==> src/rtl/core/cstks_pkg.sv <==
`timescale 1ns / 1ps

package cstks_pkg;

  localparam int LENGTH_BITS_DEF = 12;
  localparam int CFG_W = 12;
  localparam logic [CFG_W-1:0] MAX_LEN_RESET = 12'd255;

  localparam logic [1:0] K_BYTE = 2'd0;
  localparam logic [1:0] K_END  = 2'd1;
  localparam logic [1:0] K_ERR  = 2'd2;

  localparam logic [7:0] CH_SPACE = 8'h20;
  localparam logic [7:0] CH_TAB   = 8'h09;
  localparam logic [7:0] CH_CR    = 8'h0D;
  localparam logic [7:0] CH_LF    = 8'h0A;
  localparam logic [7:0] CH_SLASH = 8'h2F;
  localparam logic [7:0] CH_STAR  = 8'h2A;
  localparam logic [7:0] CH_QUOTE = 8'h22;

  typedef struct packed {
    logic [7:0] src_byte;
    logic       end_of_source;
  } in_t;

  typedef struct packed {
    logic [1:0] kind;
    logic [7:0] out_byte;
    logic       quoted;
    logic       last;
  } result_t;

  // Results one accepted beat pushes into the output queue
  typedef struct packed {
    logic [1:0] n;
    result_t    r0;
    result_t    r1;
  } push_t;

endpackage

==> src/rtl/core/cstks_scan.sv <==
`timescale 1ns / 1ps

module cstks_scan import cstks_pkg::*; #(
  parameter int LENGTH_BITS = LENGTH_BITS_DEF
) (
  input  logic             clk,
  input  logic             rst,
  input  logic             accept,
  input  in_t              item,
  input  logic [CFG_W-1:0] max_token_len,
  output push_t            push
);

  localparam int W = (LENGTH_BITS > CFG_W) ? LENGTH_BITS : CFG_W;
  localparam logic [W-1:0] CAP = W'((1 << LENGTH_BITS) - 1);

  localparam logic [3:0] M_IDLE     = 4'd0;
  localparam logic [3:0] M_SLASH    = 4'd1;
  localparam logic [3:0] M_LINE     = 4'd2;
  localparam logic [3:0] M_BLK      = 4'd3;
  localparam logic [3:0] M_BLKSTAR  = 4'd4;
  localparam logic [3:0] Q_OFFSET   = 4'd5;
  localparam logic [3:0] Q_IDLE     = 4'd5;
  localparam logic [3:0] Q_SLASH    = 4'd6;
  localparam logic [3:0] Q_BLKSTAR  = 4'd9;
  localparam logic [3:0] M_TOKEN    = 4'd10;
  localparam logic [3:0] M_QTOKEN   = 4'd11;
  localparam logic [3:0] M_DISCARD  = 4'd12;
  localparam logic [3:0] M_QDISCARD = 4'd13;

  typedef struct packed {
    logic                   ok;
    result_t                res;
    logic [3:0]             mode;
    logic [LENGTH_BITS-1:0] len;
  } step_t;

  logic [3:0]             mode;
  logic [3:0]             mode_next;
  logic [LENGTH_BITS-1:0] len;
  logic [LENGTH_BITS-1:0] len_next;
  logic [W-1:0]           limit;
  push_t                  push_c;

  function automatic logic is_ws(input logic [7:0] b);
    return b == CH_SPACE || b == CH_TAB || b == CH_CR || b == CH_LF;
  endfunction

  function automatic result_t mk(input logic [1:0] k, input logic [7:0] b, input logic q);
    result_t r;
    r.kind     = k;
    r.out_byte = b;
    r.quoted   = q;
    r.last     = 1'b0;
    return r;
  endfunction

  // Append one byte to the token, or flag overflow and start discarding
  function automatic step_t put_byte(input logic [7:0] b, input logic q,
                                     input logic [LENGTH_BITS-1:0] l,
                                     input logic [W-1:0] lim);
    step_t s;
    if (W'(l) >= lim) begin
      s.ok   = 1'b0;
      s.res  = mk(K_ERR, 8'd0, q);
      s.mode = q ? M_QDISCARD : M_DISCARD;
      s.len  = '0;
    end else begin
      s.ok   = 1'b1;
      s.res  = mk(K_BYTE, b, q);
      s.mode = q ? M_QTOKEN : M_TOKEN;
      s.len  = l + 1'b1;
    end
    return s;
  endfunction

  // Byte inside a token: closer ends it, anything else is appended
  function automatic step_t token_byte(input logic [7:0] b, input logic q,
                                       input logic [LENGTH_BITS-1:0] l,
                                       input logic [W-1:0] lim);
    step_t s;
    if ((q && b == CH_QUOTE) || (!q && is_ws(b))) begin
      s.ok   = 1'b1;
      s.res  = mk(K_END, 8'd0, q);
      s.mode = M_IDLE;
      s.len  = '0;
    end else begin
      s = put_byte(b, q, l, lim);
    end
    return s;
  endfunction

  always_comb begin
    limit = (W'(max_token_len) < CAP) ? W'(max_token_len) : CAP;
  end

  always_comb begin
    logic [3:0] m;
    logic       q;
    logic [3:0] base;
    logic [3:0] sub;
    logic [7:0] b;
    step_t      p;
    step_t      t;
    m         = (mode > M_QDISCARD) ? M_IDLE : mode;
    b         = item.src_byte;
    q         = (m >= Q_OFFSET) && (m < M_TOKEN);
    base      = q ? Q_OFFSET : M_IDLE;
    sub       = q ? (m - Q_OFFSET) : m;
    p         = '0;
    t         = '0;
    mode_next = m;
    len_next  = len;
    push_c    = '0;
    if (item.end_of_source) begin
      mode_next = M_IDLE;
      len_next  = '0;
      if (m == M_SLASH || m == Q_SLASH) begin
        p         = put_byte(CH_SLASH, q, len, limit);
        push_c.r0 = p.res;
        push_c.n  = 2'd1;
        if (p.ok) begin
          push_c.r1 = mk(K_END, 8'd0, q);
          push_c.n  = 2'd2;
        end
      end else if ((m >= Q_IDLE && m <= Q_BLKSTAR) || m == M_QTOKEN) begin
        push_c.r0 = mk(K_END, 8'd0, 1'b1);
        push_c.n  = 2'd1;
      end else if (m == M_TOKEN) begin
        push_c.r0 = mk(K_END, 8'd0, 1'b0);
        push_c.n  = 2'd1;
      end
    end else if (m < M_TOKEN) begin
      case (sub)
        M_IDLE: begin
          if (is_ws(b)) begin
            mode_next = m;
          end else if (b == CH_SLASH) begin
            mode_next = base + M_SLASH;
          end else if (!q && b == CH_QUOTE) begin
            mode_next = Q_IDLE;
          end else begin
            t         = token_byte(b, q, len, limit);
            push_c.r0 = t.res;
            push_c.n  = 2'd1;
            mode_next = t.mode;
            len_next  = t.len;
          end
        end
        M_SLASH: begin
          if (b == CH_SLASH) begin
            mode_next = base + M_LINE;
          end else if (b == CH_STAR) begin
            mode_next = base + M_BLKSTAR;
          end else begin
            // held slash was not an opener: it leads the token
            p         = put_byte(CH_SLASH, q, len, limit);
            push_c.r0 = p.res;
            push_c.n  = 2'd1;
            mode_next = p.mode;
            len_next  = p.len;
            if (p.ok) begin
              t         = token_byte(b, q, p.len, limit);
              push_c.r1 = t.res;
              push_c.n  = 2'd2;
              mode_next = t.mode;
              len_next  = t.len;
            end
          end
        end
        M_LINE: begin
          if (b == CH_LF) mode_next = base + M_IDLE;
        end
        M_BLK: begin
          if (b == CH_STAR) mode_next = base + M_BLKSTAR;
        end
        default: begin
          if (b == CH_SLASH) mode_next = base + M_IDLE;
          else if (b != CH_STAR) mode_next = base + M_BLK;
        end
      endcase
    end else if (m == M_TOKEN || m == M_QTOKEN) begin
      t         = token_byte(b, m == M_QTOKEN, len, limit);
      push_c.r0 = t.res;
      push_c.n  = 2'd1;
      mode_next = t.mode;
      len_next  = t.len;
    end else if (m == M_DISCARD) begin
      if (is_ws(b)) begin
        mode_next = M_IDLE;
        len_next  = '0;
      end
    end else begin
      if (b == CH_QUOTE) begin
        mode_next = M_IDLE;
        len_next  = '0;
      end
    end
    if (push_c.n == 2'd1) push_c.r0.last = 1'b1;
    if (push_c.n == 2'd2) push_c.r1.last = 1'b1;
  end

  assign push = push_c;

  always_ff @(posedge clk) begin
    if (rst) begin
      mode <= M_IDLE;
      len  <= '0;
    end else if (accept) begin
      mode <= mode_next;
      len  <= len_next;
    end
  end

endmodule

==> src/rtl/core/cstks_queue.sv <==
`timescale 1ns / 1ps

module cstks_queue import cstks_pkg::*; (
  input  logic    clk,
  input  logic    rst,
  input  logic    push_en,
  input  push_t   push,
  output logic    full,
  output logic    out_valid,
  input  logic    out_stall,
  output result_t out_item
);

  localparam int DEPTH = 4;

  result_t    slots [DEPTH];
  logic [1:0] wr_ptr;
  logic [1:0] rd_ptr;
  logic [2:0] count;
  logic [2:0] count_next;
  logic [2:0] n_in;
  logic       pop;

  assign out_valid = (count != 3'd0);
  assign out_item  = slots[rd_ptr];
  assign pop       = out_valid && !out_stall;
  // room for two results is needed before the next beat is taken
  assign full      = (count > 3'd2);
  assign n_in      = push_en ? {1'b0, push.n} : 3'd0;

  always_comb begin
    count_next = count + n_in - {2'b00, pop};
  end

  always_ff @(posedge clk) begin
    if (rst) begin
      wr_ptr <= '0;
      rd_ptr <= '0;
      count  <= '0;
    end else begin
      wr_ptr <= wr_ptr + n_in[1:0];
      if (pop) rd_ptr <= rd_ptr + 1'b1;
      count <= count_next;
    end
  end

  always_ff @(posedge clk) begin
    if (n_in != 3'd0) slots[wr_ptr] <= push.r0;
    if (n_in == 3'd2) slots[wr_ptr + 1'b1] <= push.r1;
  end

endmodule

==> src/rtl/core/comment_skipping_token_splitter.sv <==
`timescale 1ns / 1ps

// Splits a source byte stream into tokens, dropping whitespace and // and
// /* */ comments between them; a token opened by a double quote keeps its
// whitespace up to the closing quote. One source byte is taken per cycle
// while the queue has room; each yields zero, one or two results. Results
// leave one per cycle, unless the output stalls, through a four-entry
// output queue. Two results come only from the byte after a held slash,
// and the slash itself yields none. So while the output is never stalled,
// no source byte waits. Input is held off only while three or four
// results sit in the queue behind a stalled output. A result reaches the
// output in the cycle after its byte is accepted, if the queue is empty.
// The token length limit is written through the cfg port, always ready.
module comment_skipping_token_splitter import cstks_pkg::*; #(
  parameter int LENGTH_BITS = LENGTH_BITS_DEF
) (
  input  logic             clk,
  input  logic             rst,
  input  logic             in_valid,
  output logic             in_stall,
  input  in_t              in_item,
  output logic             out_valid,
  input  logic             out_stall,
  output result_t          out_item,
  input  logic             cfg_valid,
  output logic             cfg_ready,
  input  logic [CFG_W-1:0] cfg_data
);

  logic [CFG_W-1:0] max_token_len;
  logic             accept;
  push_t            push;
  logic             full;

  assign cfg_ready = 1'b1;
  assign in_stall  = full;
  assign accept    = in_valid && !full;

  always_ff @(posedge clk) begin
    if (rst) begin
      max_token_len <= MAX_LEN_RESET;
    end else if (cfg_valid && cfg_ready) begin
      max_token_len <= cfg_data;
    end
  end

  cstks_scan #(
    .LENGTH_BITS(LENGTH_BITS)
  ) u_scan (
    .clk          (clk),
    .rst          (rst),
    .accept       (accept),
    .item         (in_item),
    .max_token_len(max_token_len),
    .push         (push)
  );

  cstks_queue u_queue (
    .clk      (clk),
    .rst      (rst),
    .push_en  (accept),
    .push     (push),
    .full     (full),
    .out_valid(out_valid),
    .out_stall(out_stall),
    .out_item (out_item)
  );

endmodule

==> config.mk <==
export PLATFORM = sky130hd
export DESIGN_NAME = comment_skipping_token_splitter
export DESIGN_NICKNAME = d
export VERILOG_FILES = /design/src/rtl/core/cstks_pkg.sv /design/src/rtl/core/cstks_scan.sv /design/src/rtl/core/cstks_queue.sv /design/src/rtl/core/comment_skipping_token_splitter.sv
export SDC_FILE = /design/constraint.sdc
export NUM_CORES = 1
export LEC_CHECK = 0
export BUFFER_PORTS_ARGS = -buffer_cell sky130_fd_sc_hd__buf_2
export CAP_MARGIN = 30
export CELL_PAD_IN_SITES_DETAIL_PLACEMENT = 1
export CELL_PAD_IN_SITES_GLOBAL_PLACEMENT = 1
export CORE_ASPECT_RATIO = 0.5
export CORE_MARGIN = 10
export CORE_UTILIZATION = 43
export DETAILED_ROUTE_END_ITERATION = 10
export PLACE_DENSITY = 0.76
export SKIP_CTS_REPAIR_TIMING = 1
export SLEW_MARGIN = 25
export SYNTH_ARGS = -nofsm -noshare
export SYNTH_HDL_FRONTEND = slang
export SYNTH_SLANG_ARGS = --single-unit
==> constraint.sdc <==
create_clock -name clk -period 4.3 [get_ports clk]
set_input_delay 1.075 -clock clk [delete_from_list [all_inputs] [get_ports clk]]
set_output_delay 1.075 -clock clk [all_outputs]
set_load 0.01 [all_outputs]
# [Word level (Yosys, flattened, before mapping)]
# Memories as Yosys holds them, arrays and structs flattened. A register that Yosys moved wholly into a read port is not among the register bits.
# Cells that the tools add are included.
[op_classes] add_sub_neg=12 multipliers=0 div_mod_pow=0 n_lt_le_gt_ge=8 eq_ne=26 shift=0 muxes=80 bitwise_logic=0 n_reduce_logical=26
[ops] op="29-bit 2-to-1 mux" n=8
[ops] op="12-bit 2-to-1 mux" n=16
[ops] op="28-bit 2-to-1 mux" n=6
[ops] op="26-bit 2-to-1 mux" n=3
[ops] op="4-bit 2-to-1 mux" n=18
[ops] op="14-bit 2-to-1 mux" n=5
[ops] op="13-bit 2-to-1 mux" n=3
[ops] op="8-bit by 6-bit == test with 1-bit output, second input constant" n=4
[ops] op="14-bit one-hot mux with 2 select lines" n=1
[ops] op="12-bit by 1-bit adder with 12-bit output, second input constant" n=2
[ops] op="8-bit by 4-bit == test with 1-bit output, second input constant" n=3
[ops] op="12-bit greater-or-equal comparator" n=2
[ops] op="4-bit != test, second input constant" n=6
[ops] op="12-bit one-hot mux with 2 select lines" n=1
[ops] op="11-bit 2-to-1 mux" n=2
[ops] op="4-bit one-hot mux with 4 select lines" n=1
[ops] op="4-bit == test, second input constant" n=3
[ops] op="12-bit < comparator, second input constant" n=1
[ops] op="1-bit 2-to-1 mux" n=10
[ops] op="2-bit 2-to-1 mux" n=5
[ops] op="1-bit logical AND" n=9
[ops] op="9-bit AND reduction" n=1
[ops] op="4-bit by 2-bit adder with 4-bit output, second input constant" n=2
[ops] op="4-bit by 1-bit == test with 1-bit output, second input constant" n=2
[ops] op="other kinds (25)" n=38
[totals] register_bits=35 latchBits=0 ram_bits=48 mem_bits_ro=0 input_bits=26 out_inout_bits=15 elab_cells=159 n_memories=1
[memory_table] memory="u_queue.slots" words=4 word_bits=12 read_ports=1 rd_ports_with_merged_regs=1 wr=2 line_no="cstks_queue.sv:16" rtl="result_t slots [DEPTH];"

# [Longest topological paths before layout]
[logic_depth] ltp_word=24 depth_mapped=21 depth_no_buf=17

# [Cells and area by module]
# Synthesis repeated with hierarchy kept, for this count alone.
[hier_totals] cells_unflattened=709 hier_area_um2=6693.9
[modules_own_cells] mod="cstks_scan" n_inst=1 cells_each=490 area_each_um2=3352.0 seq_area_each_um2=320.3
[modules_own_cells] mod="cstks_queue" n_inst=1 cells_each=177 area_each_um2=2869.0 seq_area_each_um2=1621.6
[modules_own_cells] mod="comment_skipping_token_splitter" n_inst=1 cells_each=42 area_each_um2=473.0 seq_area_each_um2=240.2

# [Least setup slack after synthesis]
# No wires, ideal clock.
[synth_path] path_kind="flip-flop to flip-flop" start="register u_scan.len[0]" end="register u_scan.len[10]" setup_time_ns=0.059 t_arrival_ns=4.435 required_time_ns=4.241 slack_ns=-0.194 path_stages_with_launch=21 path_buffers=4 period_less_slack_ns=4.494 path_cell_list="dfxtp_1 > buf_2 > inv_1 > ha_1 > nand2b_1 > a31oi_1 > or4_1 > o211ai_1 > buf_2 > buf_2 > buf_2 > nor2_1 > ha_1 > a211oi_1 > nor2_1 > a211oi_1 > o21ai_1 > or3_4 > or4_1 > nand3_1 > a32o_2"
[synth_via] elab_chain_cells=16 word_cells_on_any_way=26 cone_classes="2 x add/sub; 2 x order compare; 22 x mux"
[synth_lines] element="start, declared" line_no="cstks_scan.sv:40" rtl="logic [LENGTH_BITS-1:0] len;"
[synth_lines] element="start signal, assigned" line_no="cstks_scan.sv:211" rtl="len <= len_next;"
[synth_lines] element="12-bit by 1-bit adder with 12-bit output or 12-bit greater-or-equal comparator (tied branches)" line_no="cstks_scan.sv:72, cstks_scan.sv:63"
[synth_lines] element="29-bit 2-to-1 mux" line_no="cstks_scan.sv:63" rtl="if (W'(l) >= lim) begin"
[synth_lines] element="29-bit 2-to-1 mux" line_no="cstks_scan.sv:153" rtl="end else if (b == CH_STAR) begin"
[synth_lines] element="29-bit 2-to-1 mux" line_no="cstks_scan.sv:151" rtl="if (b == CH_SLASH) begin"
[synth_lines] element="29-bit 2-to-1 mux" line_no="cstks_scan.sv:134" rtl="case (sub)"
[synth_lines] element="29-bit 2-to-1 mux" line_no="cstks_scan.sv:133" rtl="end else if (m < M_TOKEN) begin"
[synth_lines] element="29-bit 2-to-1 mux" line_no="cstks_scan.sv:115" rtl="if (item.end_of_source) begin"
[synth_lines] element="12-bit by 1-bit adder with 12-bit output or 12-bit greater-or-equal comparator (tied branches)" line_no="cstks_scan.sv:72, cstks_scan.sv:63"
[synth_lines] element="28-bit 2-to-1 mux" line_no="cstks_scan.sv:63"
[synth_lines] element="28-bit 2-to-1 mux" line_no="cstks_scan.sv:82" rtl="if ((q && b == CH_QUOTE) || (!q && is_ws(b))) begin"
[synth_lines] element="12-bit 2-to-1 mux" line_no="cstks_scan.sv:162" rtl="if (p.ok) begin"
[synth_lines] element="12-bit 2-to-1 mux" line_no="cstks_scan.sv:153"
[synth_lines] element="12-bit 2-to-1 mux" line_no="cstks_scan.sv:151"
[synth_lines] element="12-bit one-hot mux with 2 select lines" line_no="cstks_scan.sv:134"
[synth_lines] element="12-bit 2-to-1 mux *" line_no="cstks_scan.sv:133"
[synth_lines] element="12-bit 2-to-1 mux *" line_no="cstks_scan.sv:115"
# Mark *: on every way between the ends. The rest lies on a longest branch, timed or not. The select of a mux whose other input is x is not followed.
# A chain may end at the register's enable or synchronous reset.

# [Worst setup path in the final report]
[layout_path] start="register max_token_len[9]" end="register u_scan.len[10]"
[layout_via] elab_chain_cells=18 word_cells_on_any_way=27 cone_classes="1 x add/sub; 3 x order compare; 23 x mux"
[layout_lines] element="start, declared" line_no="comment_skipping_token_splitter.sv:30" rtl="logic [CFG_W-1:0] max_token_len;"
[layout_lines] element="start signal, assigned" line_no="comment_skipping_token_splitter.sv:43" rtl="max_token_len <= cfg_data;"
[layout_lines] element="12-bit < comparator" line_no="cstks_scan.sv:94" rtl="limit = (W'(max_token_len) < CAP) ? W'(max_token_len) : CAP;"
[layout_lines] element="12-bit 2-to-1 mux *" line_no="cstks_scan.sv:94"
[layout_lines] element="12-bit greater-or-equal comparator" line_no="cstks_scan.sv:63"
[layout_lines] element="29-bit 2-to-1 mux" line_no="cstks_scan.sv:63"
[layout_lines] element="29-bit 2-to-1 mux" line_no="cstks_scan.sv:153"
[layout_lines] element="29-bit 2-to-1 mux" line_no="cstks_scan.sv:151"
[layout_lines] element="29-bit 2-to-1 mux" line_no="cstks_scan.sv:134"
[layout_lines] element="29-bit 2-to-1 mux" line_no="cstks_scan.sv:133"
[layout_lines] element="(+2 left out)"
[layout_lines] element="28-bit 2-to-1 mux" line_no="cstks_scan.sv:63"
[layout_lines] element="28-bit 2-to-1 mux" line_no="cstks_scan.sv:82"
[layout_lines] element="12-bit 2-to-1 mux" line_no="cstks_scan.sv:162"
[layout_lines] element="12-bit 2-to-1 mux" line_no="cstks_scan.sv:153"
[layout_lines] element="12-bit 2-to-1 mux" line_no="cstks_scan.sv:151"
[layout_lines] element="12-bit one-hot mux with 2 select lines" line_no="cstks_scan.sv:134"
[layout_lines] element="12-bit 2-to-1 mux *" line_no="cstks_scan.sv:133"
[layout_lines] element="12-bit 2-to-1 mux *" line_no="cstks_scan.sv:115"
# Marked as above.

==> metrics.cfg <==
[outcome]
status=completed

[layout]
finalInstanceArea_um2=7211
layout.nets=819
drive_gt1_share_pct=17.72
fillers=1719
area_growth_pct=13.22
num_antenna_cells=0

[yosys]
yosysUniqueCellTypes=89
synth.most_common_cell=nor2_1
synth_area_leaders=edfxtp_1, dfxtp_1, ha_1
syn_avg_cell_area_um2=8.895
synth_top_cell_area_share_pct=22.63
syn-num-nets=777
synthCells=716
syn-cell-area_um2=6369
synth-seq-cells=85
ys_seq_area_share_pct=34.26
netlist_top_cells_count=nor2_1, nand2_1, o21ai_0
yosys.area.top_type=edfxtp_1
ys.flop_type=edfxtp_1
synth-edff-count=48
async_flop_share_pct=0
ys_warn_count=0

[sta]
finalCritPeriodShare_pct=93.77
setup_violations=0
relSlewSlack_pct=40.88
post-route-min-period_ns=4.032
fin_worst_skew_ns=0.009015
worst_pin_slew_ns=0.8789
finalHoldViolations=0
fmax_ghz=0.2480
finalMaxSlewViolations=0
finalSetupTns_ns=0
rsz0062_at_grt=false

[placement]
place_hpwl_um=15910
place_congestion=0.9449
placed_area_um2=6867
io_buffers=39

[die]
rows=31
fp.coreArea_um2=14470
dieArea_um2=20370
die_x_um=192.1
pin_count=41
die_h_um=106.1
initial_core_util_pct=44.02

[global_route]
grt_pass1_wl_um=33720
grt_pass1_vias=6100
grt_max_degree=25
grt_remaining_overflow=0
grt_use_total_pct=20.52
grt-busiest-layer=met2
grt_use_met3_pct=3.555
antenna_found_initial=0
grtUsageMet1_pct=26.76
use_met2_pct=34.43

[routing]
routed_wirelength_um=21370
drcViolationCount=0
drt_iter0_markers=585
drtAntennaViolNets=0
viasPerCell=6.254
drtPass1Iterations=5
avgRoutedWirePerCell_um=22.26
vias=6004

[clock_tree]
cts_sinks=85
htree_levels=3
tritoncts=done
clk_pin_slew_ns=0.07
clock_latency_ns=0.34
cts-root-buf=clkbuf_16
numCtsBuffers=9
cts.path.max_buffers=2

[worst_setup_path]
crit_arrival_ns=4.32
crit_fanout=6
cp.required_ns=4.59
r2r_slack_ns=0.27
crit_path_end_kind=register
timing_worst_setup_path_type=reg2reg
start_kind=register

[pwr]
powerDensity_nw_per_um2=407.0
peakVddDrop_v=0.0002279
power.total_uw=2935
cellLeakagePower_uw=0.002797

[min_path]
hp-class=reg2reg

[job]
drv_cap=0

-- cells in the final DEF, fill, tap and decap left out, drive strengths merged, types with 4 or more instances in the layout --
| master | Yosys | final |
|---|---|---|
| buf | 24 | 76 |
| nor2 | 70 | 70 |
| o21ai | 57 | 57 |
| nand2 | 53 | 53 |
| edfxtp | 48 | 48 |
| a21oi | 43 | 43 |
| inv | 37 | 39 |
| dfxtp | 37 | 37 |
| ha | 34 | 34 |
| nand3 | 21 | 21 |
| nor3 | 21 | 21 |
| nor2b | 14 | 14 |
| xnor2 | 14 | 14 |
| o21a | 14 | 14 |
| o211ai | 13 | 13 |
| mux4 | 12 | 12 |
| nand4 | 11 | 11 |
| nand2b | 11 | 11 |
| or3 | 11 | 11 |
| a31oi | 11 | 11 |
| xor2 | 9 | 9 |
| clkbuf | 21 | 9 |
| mux2i | 8 | 8 |
| a21boi | 8 | 8 |
| a21o | 6 | 6 |
| and4 | 6 | 6 |
| a22oi | 6 | 6 |
| and2 | 6 | 6 |
| o32ai | 5 | 5 |
| o22ai | 5 | 5 |
| nor4 | 5 | 5 |
| a32o | 5 | 5 |
| a211oi | 5 | 5 |
| or2 | 4 | 4 |
| and3 | 4 | 4 |
| or3b | 4 | 4 |
-- worst paths after layout --
path / from / end / depth (start not counted)
max: max_token_len[9] / u_scan.len[10] / 18
min: max_token_len[9] / max_token_len[9] / 2
max reg2reg: max_token_len[9] / u_scan.len[10] / 18
min reg2reg: max_token_len[9] / max_token_len[9] / 2
-- final cells by class --
class	count	area (um^2)	area share [%]
clock inverter	6	96.34	1.336
tap	198	247.7	3.436
multi-input combinational	549	3847	53.36
inverter	37	138.9	1.926
timing repair buffer	76	473.0	6.559
clock buffer	9	225.2	3.123
sequential	85	2182	30.26
-- flip-flops by register name (all words and copies together), names as in the netlist, named ones only --
register	cells
u_scan.len	12
max_token_len	12
u_queue.rd_ptr	2
u_queue.slots	48
u_queue.wr_ptr	2
u_scan.mode	4
u_queue.count	3
-- where the power goes --
part,switching (uW),leakage [uW],internal (uW)
Sequential,81.0,0.000748,951
Combinational,599,0.00190,421
Clock,368,0.000154,514
-- per-layer routing --
layer / vias up / wire length (um) / part of all wire, %
met5: - / 0 / 0
met4: 0 / 470 / 2.2
met3: 50 / 1111 / 5.2
met2: 235 / 10050 / 47
met1: 2951 / 9739 / 46
li1: 2768 / - / -
-- cell families (layout without fill, tap and decap cells) --
group	count (synthesis)	after routing	share of synthesized area, %
AO/OA/AOI/OAI	212	212	22.59
XOR/XNOR	23	23	3.163
adder cells (fa/ha/maj)	35	35	6.994
buffers and inverters	82	128	5.697
flip-flops	85	85	34.26
multiplexers	21	21	5.678
other	1	1	0.05888
AND/OR/NAND/NOR	257	257	21.55
-- through the flow --
step	hold slack (ns)	worst slack [ns]	std cells	util, %
6_report	0.5047	0.2680	960	49.84
5_1_grt	0.5446	0.03347	960	49.84
4_1_cts	0.5152	0.1661	959	49.68
3_5_place_dp	0.4973	0.1101	944	47.46
3_3_place_gp	0.4738	0.1581	944	47.46
2_1_floorplan	0.4395	0.003600	716	-
-- critical path, cell delays in order (launching register included) --
cell,delay [ns]
dfxtp_1,0.33
inv_1,0.07
ha_1,0.29
a21o_1,0.18
a21o_1,0.16
a21oi_1,0.26
o211ai_1,0.16
buf_4,0.17
buf_4,0.17
nor2_2,0.24
ha_1,0.28
nand4_1,0.08
nor2_1,0.06
a211oi_2,0.27
o21ai_2,0.11
or3_4,0.39
or4_1,0.50
nand3_1,0.10
a32o_2,0.16
(Power assumes the default switching activity.)
